**config.mk**
```make
export PLATFORM = sky130hd
export DESIGN_NAME = dfs_topological_sort_core_flat
export DESIGN_NICKNAME = d
export VERILOG_FILES = /design/src/hdl/dfs_pkg.sv /design/src/hdl/dfs_if.sv /design/src/hdl/dfs_ram.sv /design/src/hdl/dfs_topological_sort_core.sv /design/src/flat_wrapper.sv
export SDC_FILE = /design/constraint.sdc
export NUM_CORES = 1
export LEC_CHECK = 0
export ABC_AREA = 0
export BUFFER_PORTS_ARGS = -buffer_cell sky130_fd_sc_hd__buf_2
export CAP_MARGIN = 10
export CORE_ASPECT_RATIO = 0.5
export CORE_MARGIN = 3
export CORE_UTILIZATION = 50
export CTS_BUF_LIST = sky130_fd_sc_hd__clkbuf_4
export DETAILED_ROUTE_END_ITERATION = 12
export GPL_ROUTABILITY_DRIVEN = 0
export PLACE_DENSITY = 0.7
export SLEW_MARGIN = 30
export SYNTH_ARGS = -nofsm -noshare
export SYNTH_HDL_FRONTEND = slang
export SYNTH_SLANG_ARGS = --single-unit
```
**constraint.sdc**
```tcl
create_clock -name clock -period 3.85 [get_ports clock]
set_input_delay 0.1925 -clock clock [delete_from_list [all_inputs] [get_ports clock]]
set_output_delay 0.1925 -clock clock [all_outputs]
set_load 0.05 [all_outputs]
```
**src/hdl/dfs_pkg.sv**
```systemverilog
// ---------------------------------------------------------------------------
// dfs_pkg: shared types for the topological sort core
// Field widths shared across the block.
// ---------------------------------------------------------------------------
package dfs_pkg;
   localparam int NODE_W  = 4;
   localparam int COUNT_W = 5;

   typedef logic [NODE_W-1:0] node_type;
endpackage

```
**src/hdl/dfs_if.sv**
```systemverilog
// ---------------------------------------------------------------------------
// dfs_req_if / dfs_rsp_if: request and response channels
// Valid/ready handshake with payload.
// ---------------------------------------------------------------------------
interface dfs_req_if;
   logic               valid;
   logic               ready;
   dfs_pkg::node_type  edge_from;
   dfs_pkg::node_type  edge_to;
   logic               both_ways;
   logic               last_edge;
   modport source (output valid, edge_from, edge_to, both_ways, last_edge, input ready);
   modport sink   (input valid, edge_from, edge_to, both_ways, last_edge, output ready);
endinterface

interface dfs_rsp_if;
   logic               valid;
   logic               ready;
   dfs_pkg::node_type  node_id;
   logic               last_node;
   logic               edges_dropped;
   modport source (output valid, node_id, last_node, edges_dropped, input ready);
   modport sink   (input valid, node_id, last_node, edges_dropped, output ready);
endinterface

```
**src/hdl/dfs_ram.sv**
```systemverilog
// ---------------------------------------------------------------------------
// dfs_ram: generic single-port-write RAM
// One write port, one registered read port.
// ---------------------------------------------------------------------------
module dfs_ram #(
   parameter int WIDTH = 8,
   parameter int DEPTH = 16
) (
   input  logic                     clock,
   input  logic                     wr_en,
   input  logic [$clog2(DEPTH)-1:0] wr_addr,
   input  logic [WIDTH-1:0]         wr_data,
   input  logic [$clog2(DEPTH)-1:0] rd_addr,
   output logic [WIDTH-1:0]         rd_data
);
   logic [WIDTH-1:0] mem [DEPTH];

   always_ff @(posedge clock) begin
      if (wr_en) begin
         mem[wr_addr] <= wr_data;
      end
      rd_data <= mem[rd_addr];
   end
endmodule

```
**src/hdl/dfs_topological_sort_core.sv**
```systemverilog
// Edge load: each request is taken in S_LOAD; with both_ways, S_REV also stores the reverse edge.
// Last request: each start node is tried in S_START; a walk runs S_NODE, S_RDWAIT, S_SCAN
//   per stack step and S_RDWAIT, S_SCAN per edge skipped in the scan (edge store read is
//   registered); responses then go out, held while stalled, and S_CLEAR follows.
// Throughput: one graph at a time; request ready is low during walk and emit.
// Reset: synchronous active high; clears edge count, overflow, visited marks,
//   sets node_count to 8. No clearing pass.
// ---------------------------------------------------------------------------
// dfs_topological_sort_core: depth-first topological sort over loaded edges
// Loads edges into a RAM, then walks them with one scan sequencer.
// ---------------------------------------------------------------------------
module dfs_topological_sort_core #(
   parameter int NODES     = 16,
   parameter int MAX_EDGES = 64
) (
   input  logic                    clock,
   input  logic                    reset,
   dfs_req_if.sink                 req,
   dfs_rsp_if.source               rsp,
   input  logic                    csr_wr_en,
   input  logic [dfs_pkg::COUNT_W-1:0] csr_wr_data
);
   import dfs_pkg::*;

   localparam int EA_W = $clog2(MAX_EDGES);
   localparam int EC_W = $clog2(MAX_EDGES + 1);
   localparam int NA_W = $clog2(NODES);
   localparam int NC_W = $clog2(NODES + 1);

   typedef enum logic [3:0] {
      S_LOAD, S_REV, S_START, S_NODE, S_RDWAIT, S_SCAN, S_EMIT, S_CLEAR
   } state_type;

   state_type           state_ff;
   logic [COUNT_W-1:0]  node_count_ff;
   logic [EC_W-1:0]     held_ff;
   logic                ovf_ff;
   logic [NODES-1:0]    visited_ff;
   logic [NODE_W-1:0]   rev_from_ff, rev_to_ff;
   logic                rev_last_ff;
   logic [NC_W-1:0]     start_ff;
   logic [NC_W-1:0]     depth_ff;
   logic [NC_W-1:0]     fin_ff;
   logic [NODE_W-1:0]   node_stk_ff [NODES];
   logic [EC_W-1:0]     pos_stk_ff  [NODES];
   logic [NODE_W-1:0]   fin_stk_ff  [NODES];
   logic [NODE_W-1:0]   cur_node_ff;
   logic [EC_W-1:0]     scan_ff;
   logic                rsp_valid_ff;
   logic [NODE_W-1:0]   rsp_node_ff;
   logic                rsp_last_ff, rsp_drop_ff;

   // edge store, both lists packed in one word
   logic                ram_we;
   logic [EA_W-1:0]     ram_waddr, ram_raddr;
   logic [2*NODE_W-1:0] ram_wdata, ram_rdata;

   dfs_ram #(.WIDTH(2*NODE_W), .DEPTH(MAX_EDGES)) u_edges (
      .clock(clock), .wr_en(ram_we), .wr_addr(ram_waddr), .wr_data(ram_wdata),
      .rd_addr(ram_raddr), .rd_data(ram_rdata)
   );

   logic [NC_W-1:0] starts;
   logic            from_ok, to_ok, fits;
   logic [NODE_W-1:0] e_src, e_dst;
   logic [NC_W-1:0] top;

   function automatic logic [NA_W-1:0] top_fin(input logic [NC_W-1:0] f);
      logic [NC_W-1:0] t;
      t = f - NC_W'(1);
      return t[NA_W-1:0];
   endfunction

   assign starts  = ({{(NC_W > COUNT_W ? NC_W-COUNT_W : 1){1'b0}}, node_count_ff} > NODES)
                    ? NC_W'(NODES) : NC_W'(node_count_ff);
   assign from_ok = (state_ff == S_LOAD) ? (32'(req.edge_from) < NODES)
                                          : (32'(rev_from_ff) < NODES);
   assign to_ok   = (state_ff == S_LOAD) ? (32'(req.edge_to) < NODES)
                                          : (32'(rev_to_ff) < NODES);
   assign fits    = held_ff < EC_W'(MAX_EDGES);
   assign e_src   = ram_rdata[2*NODE_W-1:NODE_W];
   assign e_dst   = ram_rdata[NODE_W-1:0];
   assign top     = depth_ff - NC_W'(1);
   assign req.ready = (state_ff == S_LOAD);

   always_comb begin
      ram_we    = 1'b0;
      ram_waddr = held_ff[EA_W-1:0];
      ram_wdata = {req.edge_from, req.edge_to};
      if (state_ff == S_LOAD) begin
         ram_we = req.valid && from_ok && to_ok && fits;
      end else if (state_ff == S_REV) begin
         ram_we    = from_ok && to_ok && fits;
         ram_wdata = {rev_from_ff, rev_to_ff};
      end
      ram_raddr = scan_ff[EA_W-1:0];
   end

   assign rsp.valid         = rsp_valid_ff;
   assign rsp.node_id       = rsp_node_ff;
   assign rsp.last_node     = rsp_last_ff;
   assign rsp.edges_dropped = rsp_drop_ff;

   always_ff @(posedge clock) begin
      if (reset) begin
         state_ff      <= S_LOAD;
         node_count_ff <= COUNT_W'(8);
         held_ff       <= '0;
         ovf_ff        <= 1'b0;
         visited_ff    <= '0;
         rsp_valid_ff  <= 1'b0;
      end else begin
         if (csr_wr_en) begin
            node_count_ff <= csr_wr_data;
         end
         // drop a taken response; the emit state handles its own slot
         if (rsp_valid_ff && rsp.ready && state_ff != S_EMIT) begin
            rsp_valid_ff <= 1'b0;
         end
         case (state_ff)
            S_LOAD: begin
               if (req.valid) begin
                  // store forward edge, flag overflow
                  if (from_ok && to_ok) begin
                     if (fits) held_ff <= held_ff + EC_W'(1);
                     else      ovf_ff  <= 1'b1;
                  end
                  rev_from_ff <= req.edge_to;
                  rev_to_ff   <= req.edge_from;
                  rev_last_ff <= req.last_edge;
                  start_ff    <= '0;
                  fin_ff      <= '0;
                  if (req.both_ways)      state_ff <= S_REV;
                  else if (req.last_edge) state_ff <= S_START;
               end
            end
            S_REV: begin
               if (from_ok && to_ok) begin
                  if (fits) held_ff <= held_ff + EC_W'(1);
                  else      ovf_ff  <= 1'b1;
               end
               state_ff <= rev_last_ff ? S_START : S_LOAD;
            end
            S_START: begin
               // try next start node in ascending order
               if (start_ff >= starts) begin
                  state_ff <= (fin_ff != '0) ? S_EMIT : S_CLEAR;
               end else begin
                  if (!visited_ff[start_ff[NA_W-1:0]]) begin
                     visited_ff[start_ff[NA_W-1:0]] <= 1'b1;
                     node_stk_ff[0] <= NODE_W'(start_ff);
                     pos_stk_ff[0]  <= '0;
                     depth_ff       <= NC_W'(1);
                     state_ff       <= S_NODE;
                  end
                  start_ff <= start_ff + NC_W'(1);
               end
            end
            S_NODE: begin
               // resume scan of top-of-stack node
               if (depth_ff == '0) begin
                  state_ff <= S_START;
               end else begin
                  cur_node_ff <= node_stk_ff[top[NA_W-1:0]];
                  scan_ff     <= pos_stk_ff[top[NA_W-1:0]];
                  state_ff    <= S_RDWAIT;
               end
            end
            S_RDWAIT: begin
               state_ff <= S_SCAN;
            end
            S_SCAN: begin
               if (scan_ff >= held_ff) begin
                  // node finished: push to finish stack, pop
                  if (fin_ff < NC_W'(NODES)) begin
                     fin_stk_ff[fin_ff[NA_W-1:0]] <= cur_node_ff;
                     fin_ff <= fin_ff + NC_W'(1);
                  end
                  depth_ff <= top;
                  state_ff <= S_NODE;
               end else if (e_src == cur_node_ff) begin
                  pos_stk_ff[top[NA_W-1:0]] <= scan_ff + EC_W'(1);
                  if (32'(e_dst) < NODES && !visited_ff[NA_W'(e_dst)]
                      && depth_ff < NC_W'(NODES)) begin
                     visited_ff[NA_W'(e_dst)]        <= 1'b1;
                     node_stk_ff[depth_ff[NA_W-1:0]] <= e_dst;
                     pos_stk_ff[depth_ff[NA_W-1:0]]  <= '0;
                     depth_ff <= depth_ff + NC_W'(1);
                  end
                  state_ff <= S_NODE;
               end else begin
                  // advance scan; read for next address is issued from S_RDWAIT
                  scan_ff  <= scan_ff + EC_W'(1);
                  state_ff <= S_RDWAIT;
               end
            end
            S_EMIT: begin
               // pop finish stack, one response at a time
               if (!rsp_valid_ff || rsp.ready) begin
                  rsp_valid_ff <= 1'b1;
                  rsp_node_ff  <= fin_stk_ff[top_fin(fin_ff)];
                  rsp_last_ff  <= (fin_ff == NC_W'(1));
                  rsp_drop_ff  <= ovf_ff;
                  fin_ff       <= fin_ff - NC_W'(1);
                  if (fin_ff == NC_W'(1)) state_ff <= S_CLEAR;
               end
            end
            S_CLEAR: begin
               held_ff    <= '0;
               ovf_ff     <= 1'b0;
               visited_ff <= '0;
               state_ff   <= S_LOAD;
            end
            default: state_ff <= S_LOAD;
         endcase
      end
   end
endmodule

```
**src/flat_wrapper.sv**
```systemverilog
// flat-port wrapper written by rule: the top's interface ports become plain ports
module dfs_topological_sort_core_flat import dfs_pkg::*;
#(
   parameter int NODES     = 16,
   parameter int MAX_EDGES = 64
)
  (clock, reset, csr_wr_en, csr_wr_data, req_valid, req_edge_from, req_edge_to, req_both_ways, req_last_edge, req_ready, rsp_valid, rsp_node_id, rsp_last_node, rsp_edges_dropped, rsp_ready);
  dfs_req_if req_i ();
  dfs_rsp_if rsp_i ();
  input  logic clock;
  input  logic reset;
  input  logic csr_wr_en;
  input  logic [dfs_pkg::COUNT_W-1:0] csr_wr_data;
  input wire logic [$bits(req_i.valid)-1:0] req_valid;
  input wire logic [$bits(req_i.edge_from)-1:0] req_edge_from;
  input wire logic [$bits(req_i.edge_to)-1:0] req_edge_to;
  input wire logic [$bits(req_i.both_ways)-1:0] req_both_ways;
  input wire logic [$bits(req_i.last_edge)-1:0] req_last_edge;
  output wire logic [$bits(req_i.ready)-1:0] req_ready;
  output wire logic [$bits(rsp_i.valid)-1:0] rsp_valid;
  output wire logic [$bits(rsp_i.node_id)-1:0] rsp_node_id;
  output wire logic [$bits(rsp_i.last_node)-1:0] rsp_last_node;
  output wire logic [$bits(rsp_i.edges_dropped)-1:0] rsp_edges_dropped;
  input wire logic [$bits(rsp_i.ready)-1:0] rsp_ready;
  assign req_i.valid = req_valid;
  assign req_i.edge_from = req_edge_from;
  assign req_i.edge_to = req_edge_to;
  assign req_i.both_ways = req_both_ways;
  assign req_i.last_edge = req_last_edge;
  assign req_ready = req_i.ready;
  assign rsp_valid = rsp_i.valid;
  assign rsp_node_id = rsp_i.node_id;
  assign rsp_last_node = rsp_i.last_node;
  assign rsp_edges_dropped = rsp_i.edges_dropped;
  assign rsp_i.ready = rsp_ready;
  dfs_topological_sort_core #(.NODES(NODES), .MAX_EDGES(MAX_EDGES)) u_core (.clock(clock), .reset(reset), .req(req_i), .rsp(rsp_i), .csr_wr_en(csr_wr_en), .csr_wr_data(csr_wr_data));
endmodule
```
==> results of run 1 <==
-- worst max-delay path by stage --
stage                                               end  slack [ns]
floorplan           u_core.node_stk_ff[10][0]$_DFFE_PP_       0.005
global placement     u_core.node_stk_ff[6][3]$_DFFE_PP_        0.53
detailed placement   u_core.node_stk_ff[4][3]$_DFFE_PP_        0.45
CTS                 u_core.node_stk_ff[10][2]$_DFFE_PP_        0.42
global route        u_core.node_stk_ff[10][1]$_DFFE_PP_        0.22
finish              u_core.node_stk_ff[10][1]$_DFFE_PP_        0.44
-- logic make-up after synthesis --
logic type	count (synthesis)
flip-flops	834
AND/OR/NAND/NOR	462
multiplexers	359
AO/OA/AOI/OAI	295
buffers and inverters	181
adder cells (fa/ha/maj)	27
XOR/XNOR	24
-- registers in the layout, indices dropped and copies added (netlist names) --
| name | count |
|---|---|
| u_core.cur_node_ff | 4 |
| u_core.rev_last_ff | 1 |
| u_core.state_ff | 3 |
| u_core.fin_ff | 5 |
| u_core.fin_stk_ff | 64 |
| u_core.u_edges.mem | 512 |
| u_core.node_stk_ff | 64 |
| u_core.visited_ff | 16 |
| u_core.rev_to_ff | 4 |
| u_core.rsp.valid | 1 |
| u_core.depth_ff | 5 |
| u_core.rsp.last_node | 1 |
| u_core.scan_ff | 7 |
| u_core.rev_from_ff | 4 |
| u_core.node_count_ff | 5 |
| u_core.rsp.node_id | 4 |
| u_core.pos_stk_ff | 112 |
| u_core.start_ff | 5 |
| u_core.rsp.edges_dropped | 1 |
| u_core.ovf_ff | 1 |
| u_core.u_edges.rd_data | 8 |
| u_core.held_ff | 7 |
-- power by group through the flow --
stage / Clock (mW) / Combinational (mW) / Sequential [mW]
after floorplan: 0 / 2.04 / 10.8
after global routing: 7.79 / 3.30 / 10.7
after CTS: 7.30 / 3.05 / 10.7
after detailed placement: 0 / 2.99 / 10.9
final: 7.17 / 3.05 / 10.7
after global placement: 0 / 2.92 / 10.9
-- worst register-to-register path, cell delays in order (launching register included) --
cell	delay (ns)
edfxtp_1	0.45
inv_1	0.13
ha_1	0.23
nand2b_1	0.14
a211oi_1	0.43
nor3b_2	0.12
or3_1	0.69
nor2_1	0.39
mux2_2	0.52
-- layer usage --
metal,GRT usage (%),part of all wire (%)
met5,0,0
met4,5.581,1.5
met3,5.580,7.7
met2,33.90,47
met1,31.30,43
-- metrics by stage --
stage	util [%]	setup WS (ns)
final	57.30	0.4440
after global placement	53.03	0.5349
after CTS	57.27	0.4207
after detailed placement	53.06	0.4525
after floorplan	-	0.004551
after global routing	57.30	0.2209
-- cells in the final DEF (no fill, tap or decap), types with 9 or more instances in the layout --
| master | count |
|---|---|
| dlygate4sd3_1 | 43 |
| dfxtp_1 | 153 |
| edfxtp_1 | 681 |
| a31oi_1 | 23 |
| buf_4 | 94 |
| clkbuf_4 | 285 |
| ha_1 | 26 |
| a22oi_1 | 23 |
| xnor2_1 | 17 |
| and2_1 | 9 |
| nor4_4 | 15 |
| o31ai_2 | 10 |
| mux4_2 | 204 |
| nand2_1 | 118 |
| nor3_1 | 33 |
| o21ai_0 | 22 |
| nor4_1 | 17 |
| clkinv_1 | 33 |
| a21oi_1 | 139 |
| a211oi_1 | 29 |
| mux2_2 | 19 |
| nand3_1 | 38 |
| and3_1 | 15 |
| buf_2 | 27 |
| mux2i_1 | 131 |
| o211ai_1 | 10 |
| nand2b_1 | 13 |
| nor2_1 | 122 |
| nor2b_1 | 29 |
| inv_1 | 21 |
-- cell type report --
type	instances	area, µm²
clock buffer	285	2140
timing repair buffer	168	1343
inverter	22	82.58
fill	5330	29680
clock inverter	51	354.1
antenna	2	5.005
sequential	834	23510
multi-input combinational	1167	11210
tap	945	1182
==> metrics.txt, run 1 <==
Net Sw Frac=27.44%; Max Buffers Root-to-Sink=3; post-synth cell types=70; Setup Fix Bufs, Post-CTS=0; sequential power share=between 50% and 60%; Worst path max stage delay=around 0.69 ns; worst setup path start=u_core.scan_ff[0]$_DFFE_PP_; area of placed instances=between 30000 and 40000 µm²; DR iter-0 viols=2286; wire length per cell=23.23 µm; Hold Path Origin=csr_wr_en; ys async rst share=0%; initial antenna violation count=2; CTS tree=done; CP startpoint kind=register; Clock power frac=~34%; Synth area leaders=edfxtp_1, mux4_2, dfxtp_1; Detailed Place HPWL=about 48000 µm; total of max-cap violations=0; Total Power=roughly 21 mW; Via Count=20480; Die H=194.2 µm; crit path kind=register to register; Hold EP=u_core.node_count_ff[3]$_SDFFE_PP1P_; hold crit path type=input port to register; combinational power share=between 10 and 15%; register bit total from synthesis=834; Fin. Hold Viols=0; H-tree depth=4; Compound-Gate Fraction of Synth Area=approximately 5.3%; Switch Pwr=5.742 mW; Crit path required time=4.50 ns; grt total ovfl=0; Post-Layout Cell Count=between 3000 and 4000; Mapped Cells=2182; Pint=around 15 mW; Num CTS Buffers=about 190; io pins=28; Root Driver=clkbuf_4; hold_ws=between 0.1 and 0.15 ns; setup TNS=0 ns; drt pass-1 iters=5; site row count=68; CP delay by family, top=simple AND/OR/NAND/NOR gates; Max Transition Viols Final=0; FF-to-FF Start=u_core.scan_ff[0]$_DFFE_PP_; main combinational cell family by area after synthesis=multiplexers; most instantiated cells after synthesis=edfxtp_1, mux4_2, dfxtp_1; critical path's slowest cell=or3_1; final worst path period share=88.47%; area grow syn2layout=12.51%; IO Port Bufs=27; total track usage=21.90%; WP depth=8; Nets=roughly 2400; chip width=between 300 and 400 µm; unrepaired setup endpoints after global routing=false; reg-to-reg endpoint=u_core.node_stk_ff[10][1]$_DFFE_PP_; Placed Cells=3093; Finish-stage setup viols=0; peak supply drop=about 0.32 mV; worst skew pair latency=roughly 0.96 ns; mux share of post-synthesis cell area=between 10% and 20%; status=finished clean; Bufs and invs on worst path=1; vias in the first global route=slightly above 20000; first-pass GRT wire length=around 120000 µm; largest net degree at the start of global routing=around 110; pwr/cell area=~530 nW/µm²; Post-Route WL=between 80000 and 90000 µm; share of Yosys cell area claimed by the top area cell type=around 58%; CTS sink count=around 830; Main synth FF type=edfxtp_1; fin crit period=approximately 3.4 ns; worst-path maximum fanout=16; worst reg-to-reg setup slack=about 0.44 ns; drt drc=0; CORE AREA=about 70000 µm²; XOR/XNOR Fraction of Synth Area=less than 1%; critical path arrival=about 4.1 ns; worst-margin pin slew=about 0.95 ns; leading area contributor after synthesis=edfxtp_1; syn nets=roughly 2200; crit end category=register; Resized Gates After CTS=0; Detail Route Antenna Nets=0; Post-synth EDFFs=~700; R2R depth=8; layout cells sized above 1=between 20 and 30%; most common cell in the netlist=edfxtp_1; adder-cell share of the synthesized area=less than 1%; mapped cell area=~35000 µm²; die area=74230 µm²; Clock transition at path regs=0.08 ns; clock skew=0.03976 ns; Initial Util=about half; cts-stage hold buffer count=43; vias per cell=around 5.9; yosys warns=0; Synth Area in Simple Gates=7.132%; hold depth=3; Seq/Total Area, Yosys=66.41%; CP cell instances=inv_1 -> ha_1 -> nand2b_1 -> a211oi_1 -> nor3b_2 -> or3_1 -> nor2_1 -> mux2_2; Rel. slew slack=a little over a third; syn_area_per_cell=approximately 16 µm²; Leak=13.03 nW; Max Freq=293.6 MHz; design area=39830 µm²
No activity file was read; power rests on OpenSTA's default activity.
==> run 2: changes to the inputs <==
PLACE_DENSITY = 0.67   (was 0.7)
REMOVE_ABC_BUFFERS = 1   (was not set)
clock period = 4 ns   (was 3.85 ns; I/O delays follow)
==> run 2 against run 1 <==
  * Combinational power fell by 4%
  * Sequential share of layout area increased by 0.41 points
  * Critical path depth down 2
  * Total power fell by 4.4%
  * Critical path type unchanged
==> metrics.txt, run 2 (same netlist as run 1, synthesis figures left out) <==
fin crit period=3.594 ns (was 3.406 ns); Fin. Hold Viols=0 (unchanged); total track usage=22.18% (was 21.90%); critical path arrival=4.21 ns (was 4.05 ns); initial antenna violation count=3 (was 2); vias in the first global route=20600 (was 20650); crit path kind=register to register (unchanged); layout cells sized above 1=27.69% (was 28.22%); grt total ovfl=0 (unchanged); max reg flops=512 (unchanged); hold crit path type=input port to register (unchanged); peak supply drop=0.2503 mV (was 0.3192 mV); Reg area=23510 µm² (unchanged); Via Count=20480 (about the same); site row count=68 (unchanged); commonest non-fill, non-tap cell in the layout=edfxtp_1 (unchanged); DR iter-0 viols=1928 (was 2286); area of placed instances=36720 µm² (was 36880 µm²); Hold Path Origin=csr_wr_en (unchanged); worst skew pair latency=0.97 ns (was 0.96 ns); Clock transition at path regs=0.07 ns (was 0.08 ns); Largest regs=u_core.u_edges.mem: 512 flops, u_core.pos_stk_ff: 112 flops (unchanged); wire length per cell=23.94 µm (was 23.23 µm); pwr/cell area=505.5 nW/µm² (was 525.3 nW/µm²); total of max-cap violations=0 (unchanged); Crit path required time=4.61 ns (was 4.50 ns); Max Transition Viols Final=0 (unchanged); Detailed Place HPWL=48540 µm (was 47840 µm); Leak=12.87 nW (was 13.03 nW); Detail Route Antenna Nets=0 (unchanged); multi-input logic area=11200 µm² (was 11210 µm²); drt pass-1 iters=5 (unchanged); Setup Fix Bufs, Post-CTS=0 (unchanged); Post-Layout Cell Count=3438 (was 3474); crit end category=register (unchanged); unrepaired setup endpoints after global routing=false (unchanged); Max Buffers Root-to-Sink=3 (unchanged); final worst path period share=89.85% (was 88.47%); Fillers=5465 (was 5330); design area=39560 µm² (was 39830 µm²); Initial Util=50.93% (unchanged); Num CTS Buffers=182 (was 186); area grow syn2layout=11.73% (was 12.51%); die area=74230 µm² (unchanged); most frequent cells in the layout=edfxtp_1, clkbuf_4, mux4_2, dfxtp_1, a21oi_1 (unchanged); Die H=194.2 µm (unchanged); worst-path maximum fanout=17 (was 16); Root Driver=clkbuf_4 (unchanged); CTS sink count=834 (unchanged); CTS tree=done (unchanged); io pins=28 (unchanged); status=finished clean (unchanged); worst setup path start=u_core.cur_node_ff[1]$_DFFE_PP_ (was u_core.scan_ff[0]$_DFFE_PP_); chip width=382.3 µm (unchanged); Rel. slew slack=37.83% (was 36.38%); clock skew=0.06523 ns (was 0.03976 ns); Nets=2399 (was 2426); H-tree depth=4 (unchanged); FF-to-FF Start=u_core.cur_node_ff[1]$_DFFE_PP_ (was u_core.scan_ff[0]$_DFFE_PP_); largest net degree at the start of global routing=108 (unchanged); largest reg by FF count=u_core.u_edges.mem (unchanged); CP startpoint kind=register (unchanged); first-pass GRT wire length=125600 µm (was 124800 µm); CORE AREA=69510 µm² (unchanged); IO Port Bufs=27 (unchanged); drt drc=0 (unchanged); Finish-stage setup viols=0 (unchanged); Post-Route WL=82310 µm (was 80690 µm); worst-margin pin slew=0.9325 ns (was 0.9508 ns); hold_ws=0.1528 ns (was 0.1294 ns); vias per cell=5.956 (was 5.896); Max Freq=278.3 MHz (was 293.6 MHz); Placed Cells=3071 (was 3093)
==> run 2: what timing repair did <==
item,4_1_cts,5_1_grt
setup endpoints to repair,0,0
gates resized for setup,0,0
endpoints found under the hold margin,93,0
hold buffers,42,0
==> run 2: critical path, cell delays in order (launching register included) <==
cell	delay, ns
edfxtp_1	0.76
xnor2_1	0.19
nand4_1	0.27
or3_2	0.50
or3_1	0.63
nor2_1	0.41
mux2_2	0.53
==> run 2: worst paths after layout <==
| path | endpoint | slack, ns | cells past startpoint |
|---|---|---|---|
| max reg2reg | u_core.node_stk_ff[7][1]$_DFFE_PP_ | 0.41 | 6 |
| min reg2reg | u_core.rsp.edges_dropped$_DFFE_PP_ | 0.45 | 0 |
| min | u_core.node_count_ff[3]$_SDFFE_PP1P_ | 0.15 | 3 |
| max | u_core.node_stk_ff[7][1]$_DFFE_PP_ | 0.41 | 6 |
==> run 2: stage by stage <==
stage | setup TNS [ns] | worst slack (ns) | utilization [%] | power, mW
after floorplan | -2244.38 | -7.528 | - | 12.27
after global placement | 0 | 0.5753 | 52.79 | 13.28
after detailed placement | 0 | 0.4593 | 52.82 | 13.36
after CTS | 0 | 0.4114 | 56.89 | 20.13
after global routing | 0 | 0.2172 | 56.91 | 20.85
final | 0 | 0.4062 | 56.91 | 20.00
==> run 2: layout make-up <==
class | count | area share (%)
Tap cell | 945 | 2.989
Inverter | 22 | 0.2088
Sequential cell | 834 | 59.44
Antenna cell | 1 | 0.006326
Multi-Input combinational cell | 1167 | 28.32
Timing Repair Buffer | 145 | 2.942
Clock buffer | 286 | 5.428
Clock inverter | 38 | 0.6642
==> run 2: power by group <==
part	switching, mW	total [mW]	internal [mW]
clock	3.33	6.77	3.44
sequential	0.247	10.3	10.1
combinational	1.94	2.92	0.987
total	5.51	20.0	14.5
==> run 2: metal layers <==
layer / share of wire (%) / track usage, % / wire [µm]
met4: 1.6 / 5.667 / 1322
met2: 47 / 33.32 / 38300
met3: 9.0 / 6.877 / 7405
met5: 0.027 / 0 / 22
met1: 43 / 31.71 / 35270
